--- src/rtl/gpf_pkg.sv ---
package gpf_pkg;

  // Pipeline depths of the iterative units, two result bits per stage
  localparam int SQ_STG  = 16;
  localparam int DIV_STG = 32;

  // Configuration register indexes
  localparam logic [1:0] REG_SOFT  = 2'd0;
  localparam logic [1:0] REG_GRAV  = 2'd1;
  localparam logic [1:0] REG_FLOOR = 2'd2;

  // Reset values of the configuration registers
  localparam logic [47:0] SOFT_RST  = 48'd0;
  localparam logic [31:0] GRAV_RST  = 32'd16777216;
  localparam logic [31:0] FLOOR_RST = 32'd1;

  // Magnitude cap and largest positive output
  localparam logic [47:0] MAG_CAP = 48'h8000_0000_0000;
  localparam logic [47:0] POS_MAX = 48'h7FFF_FFFF_FFFF;

  typedef struct packed {
    logic signed [31:0] first_x;
    logic signed [31:0] first_y;
    logic signed [31:0] first_z;
    logic signed [31:0] second_x;
    logic signed [31:0] second_y;
    logic signed [31:0] second_z;
    logic [31:0]        first_mass;
    logic [31:0]        second_mass;
    logic [30:0]        first_radius;
    logic [30:0]        second_radius;
  } gpf_in_t;

  typedef struct packed {
    logic signed [47:0] first_acc_x;
    logic signed [47:0] first_acc_y;
    logic signed [47:0] first_acc_z;
    logic signed [47:0] first_pot;
    logic signed [47:0] second_acc_x;
    logic signed [47:0] second_acc_y;
    logic signed [47:0] second_acc_z;
    logic signed [47:0] second_pot;
    logic               collided;
  } gpf_out_t;

  // Per-pair data that rides alongside the arithmetic
  typedef struct packed {
    logic              collided;
    logic [1:0]        light;
    logic signed [5:0] e;
    logic [2:0]        dpos;
    logic [2:0]        dneg;
    logic [2:0][31:0]  ad;
  } gpf_side_t;

  typedef struct packed {
    gpf_side_t        side;
    logic [1:0][63:0] n;
  } gpf_nside_t;

  typedef struct packed {
    gpf_side_t        side;
    logic [1:0][63:0] q1;
  } gpf_qside_t;

  typedef struct packed {
    logic [31:0] rem;
    logic [63:0] sh;
  } gpf_div_t;

  typedef struct packed {
    logic [33:0] rem;
    logic [31:0] root;
    logic [63:0] m;
  } gpf_sq_t;

  // One restoring division step: shift in the next numerator bit
  function automatic gpf_div_t div_step(gpf_div_t cur, logic [31:0] s);
    logic [32:0] t;
    logic        q;
    gpf_div_t    res;
    t = {cur.rem, cur.sh[63]};
    q = 1'b0;
    if (t >= {1'b0, s}) begin
      t = t - {1'b0, s};
      q = 1'b1;
    end
    res.rem = t[31:0];
    res.sh  = {cur.sh[62:0], q};
    return res;
  endfunction

  // One digit-by-digit square root step over the next two radicand bits
  function automatic gpf_sq_t sqrt_step(gpf_sq_t cur);
    logic [35:0] t;
    logic [35:0] tr;
    logic        b;
    gpf_sq_t     res;
    t  = {cur.rem, cur.m[63:62]};
    tr = {2'b00, cur.root, 2'b01};
    b  = 1'b0;
    if (t >= tr) begin
      t = t - tr;
      b = 1'b1;
    end
    res.rem  = t[33:0];
    res.root = {cur.root[30:0], b};
    res.m    = {cur.m[61:0], 2'b00};
    return res;
  endfunction

  // Count leading zeros of a non-zero word
  function automatic logic [5:0] lzc64(logic [63:0] v);
    logic [5:0] n;
    n = 6'd0;
    for (int i = 0; i < 64; i++) begin
      if (v[i]) n = 6'(63 - i);
    end
    return n;
  endfunction

endpackage

--- src/rtl/gpf_sqrt.sv ---
module gpf_sqrt import gpf_pkg::*; #(
  parameter int SIDE_W = 1
) (
  input  logic              clk,
  input  logic              rst_n,
  input  logic              en,
  input  logic              vld_i,
  input  logic [63:0]       m_i,
  input  logic [SIDE_W-1:0] side_i,
  output logic              vld_o,
  output logic [31:0]       s_o,
  output logic [SIDE_W-1:0] side_o
);

  gpf_sq_t           st_r   [SQ_STG];
  gpf_sq_t           st_nxt [SQ_STG];
  logic [SIDE_W-1:0] side_r [SQ_STG];
  logic [SQ_STG-1:0] vld_r;

  // Two root bits per stage
  always_comb begin
    gpf_sq_t cur;
    for (int g = 0; g < SQ_STG; g++) begin
      if (g == 0) begin
        cur.rem  = '0;
        cur.root = '0;
        cur.m    = m_i;
      end else begin
        cur = st_r[g-1];
      end
      st_nxt[g] = sqrt_step(sqrt_step(cur));
    end
  end

  // Advance the stages together
  always_ff @(posedge clk) begin
    if (en) begin
      for (int g = 0; g < SQ_STG; g++) begin
        st_r[g]   <= st_nxt[g];
        side_r[g] <= (g == 0) ? side_i : side_r[g-1];
      end
    end
  end

  always_ff @(posedge clk) begin
    if (!rst_n) begin
      vld_r <= '0;
    end else if (en) begin
      vld_r <= {vld_r[SQ_STG-2:0], vld_i};
    end
  end

  assign vld_o  = vld_r[SQ_STG-1];
  assign s_o    = st_r[SQ_STG-1].root;
  assign side_o = side_r[SQ_STG-1];

endmodule

--- config.mk ---
export PLATFORM = sky130hd
export DESIGN_NAME = gpf_sqrt
export DESIGN_NICKNAME = d
export VERILOG_FILES = /design/src/rtl/gpf_pkg.sv /design/src/rtl/gpf_sqrt.sv
export SDC_FILE = /design/constraint.sdc
export NUM_CORES = 2
export LEC_CHECK = 0
export ABC_CLOCK_PERIOD_IN_PS = 16600
export BUFFER_PORTS_ARGS = -buffer_cell sky130_fd_sc_hd__clkbuf_2
export CAP_MARGIN = 10
export CORE_AREA = 2 2 470 472
export DETAILED_ROUTE_END_ITERATION = 10
export DIE_AREA = 0 0 472 474
export PLACE_DENSITY = 0.55
export SLEW_MARGIN = 20
export SYNTH_ARGS = -nofsm -noshare
export SYNTH_HDL_FRONTEND = slang
export SYNTH_SLANG_ARGS = --single-unit
--- constraint.sdc ---
create_clock -name clk -period 16.6 [get_ports clk]
set_input_delay 2.49 -clock clk [delete_from_list [all_inputs] [get_ports clk]]
set_output_delay 2.49 -clock clk [all_outputs]
set_load 0.03 [all_outputs]
==> impl_metrics.yaml <==
outcome:
  status: "completed"
route:
  first_pass_iters: 6
  totalWireLength_um: 228000
  ant_nets: 0
  viasPerCell: 5.58
  drc: 0
  routedWlPerCell_um: 20.3
  drt-initial-drc-count: 5068
  vias: 62700
die:
  floorplan.initialDensity: 0.379
  core-area_um2: 219000
  die_w_um: 472
  die_h_um: 474
  die_area_um2: 224000
  io_pins: 103
  std_cell_rows: 172
sta:
  rsz0062_at_grt: "no"
  max_slew_margin: 0.243
  finalSetupViolations: 0
  finalHoldViolCount: 0
  slew_violations: 0
  min_period_over_period: 0.456
  fin_skew_ps: 50.7
  setup_slack_ps: 9040
  max_freq_ghz: 0.132
  finalSetupTns_ps: 0
  max_slew.worst_pin.slew_ps: 1120
  period_needed_ps: 7560
worst_setup_path:
  worstPathArrival_ps: 8100
  max_stage_delay_ps: 940
  r2r_cells: 23
  crit_end: "st_r[1][501]"
  r2r_end: "st_r[1][501]"
  critical_path.top_delay_family: "simple AND/OR/NAND/NOR gates"
  critPathKind: "reg2reg"
  cp_slowest_cell: "nor4b_1"
  path_buf_inv: 3
  ff2ff_setup_slack_ps: 9040
  path_max_fanout: 49
  r2r_start: "st_r[1][326]"
  critPathRequiredTime_ps: 17140
  cp-start-kind: "flop"
  critical_path.cell_chain: "inv_1, ha_1, nand2_1, nor3_1, and3_1, a21bo_2, a21oi_1, or2_2, inv_1, nor2_1, nor2_1, ha_1, nand2_1, nor3_1, nor4b_1, nor2b_1, o21a_1, o21ai_0, o2111a_1, and3_1, buf_4, nor4_1, xnor2_1"
  crit_start: "st_r[1][326]"
  crit_cells: 23
  worstSetupEndpointType: "flop"
cts:
  clkLatencyLatePin_ps: 820
  cts_hold_buf: 0
  cts_setup_buffers: 0
  cts.clk_slew.worst_paths_ps: 60
  cts_made_buffers: 151
  cts_resized: 0
  cts_buffer_depth: 3
  cts_tree: "yes"
  cts.sinks: 1271
  cts_root_buffer: "clkbuf_16"
  cts_max_level: 4
yosys:
  syn_avg_cell_area_um2: 10.1
  synthArstFlopShare: 0
  synth_seq_area_share: 0.459
  yosys.area.top_type_share: 0.455
  ys.flop_type: "edfxtp_1"
  synthTopCellsByCount: "edfxtp_1 (1255), nor2_1 (662), a21oi_1 (658)"
  yosys_warnings: 0
  yosysMostFrequentCell: "edfxtp_1"
  synthTopCellsByArea: "edfxtp_1 (46%), ha_1 (8.4%), xnor2_1 (5.3%), a21oi_1 (4.0%), nor2_1 (3.0%)"
  synth-edff-count: 1255
  syn_inst: 8180
  synth_seq_cells: 1271
  synth.cell_area_um2: 82800
  synthDistinctLibCells: 101
  synth_top_area_cell: "edfxtp_1"
placement:
  place_inst: 10900
  hpwlAfterDp_um: 175000
  gp_congestion: 0.926
  dpl_worst_slack_ps: 9230
  io_buffers: 102
global_routing:
  grt_antenna_before_repair: 2
  grt.overflow.total: 0
  grt_pass1_vias: 60200
  grt.total_usage: 0.199
  grt_pass1_wl_um: 353000
  grt_max_degree: 170
worst_hold_path:
  hold_class: "reg2reg"
  hp-start: "st_r[0][937]"
finish:
  nets: 8858
  area_growth_pct: 10.1
  drive_above_1_share: 0.0700
  final-instance-count-excl-fill: 11200
run:
  maxCapViolCount: 0
power_and_ir_drop:
  cellLeakagePower_nw: 35.3
  p_per_area_nw_per_um2: 158
  max-vdd-ir-drop_mv: 0.119
## per-stage QoR
step                hold slack, ps   util  instance area [µm²]  total power [mW]
finish                         388  0.417                91200              14.4
global route                   398  0.417                91200              15.4
CTS                            381  0.417                91200              14.5
detailed placement             405  0.394                86200              11.0
global placement               401  0.394                86200              11.0
floorplan                      400      -                82800              9.31
## sequential cells by signal (all words and copies together), names as in the netlist
name	count
st_r	1239
side_r	16
vld_r	16
## cell families after synthesis
family	share of synthesized area
and+or+nand+nor	0.156
AOI/OAI and AO/OA	0.163
DFF	0.459
xor gates and xnor gates	0.0822
buffers and inverters	0.0348
adders and majority gates	0.0843
muxes	0.0203
other	0.0000453
## how the worst min path moves through the flow
stage                   end  slack, ps  cells after the start
2_1_floorplan  side_r[0][1]        400                      0
3_3_place_gp   st_r[0][938]        400                      0
3_5_place_dp   st_r[0][309]        400                      0
4_1_cts         st_r[1][59]        380                      0
5_1_grt         st_r[1][59]        400                      0
6_report        st_r[1][59]        390                      0
## cell usage in the layout (no fill, tap or decap), types with 151 or more instances in the layout
cell,Yosys,routed
nor2_1,662,661
inv_1,470,470
nand3_1,202,201
nand2_1,621,621
edfxtp_1,1255,1255
ha_1,558,558
clkbuf_16,0,151
xnor2_1,498,498
a21oi_1,658,658
a21o_1,265,265
xor2_1,279,279
o21ai_0,426,426
nor3_1,198,197
## where the power goes
part | total (mW) | leakage (nW) | internal (mW) | switching (mW)
sequential | 4.73 | 12.2 | 4.28 | 0.454
combinational | 6.34 | 20.8 | 2.57 | 3.78
clock | 3.32 | 2.40 | 1.91 | 1.40
## per-layer routing
metal / part of all wire / global-route usage / vias up
met5: 0 / 0 / -
li1: - / - / 30600
met2: 0.46 / 0.323 / 1603
met1: 0.47 / 0.277 / 30200
met4: 0.029 / 0.0590 / 0
met3: 0.045 / 0.0249 / 313
## final cells by class
type                    count  area (µm²)
diodes                      2        5.00
clock buffers             180        3920
clock inverters            96        1050
fillers                 21000      127000
inverters                 477        1790
multi-input cells        6185       42000
flip-flops and latches   1271       38000
well taps                2871        3590
repair buffers            145         886
(Power assumes the default switching activity.)
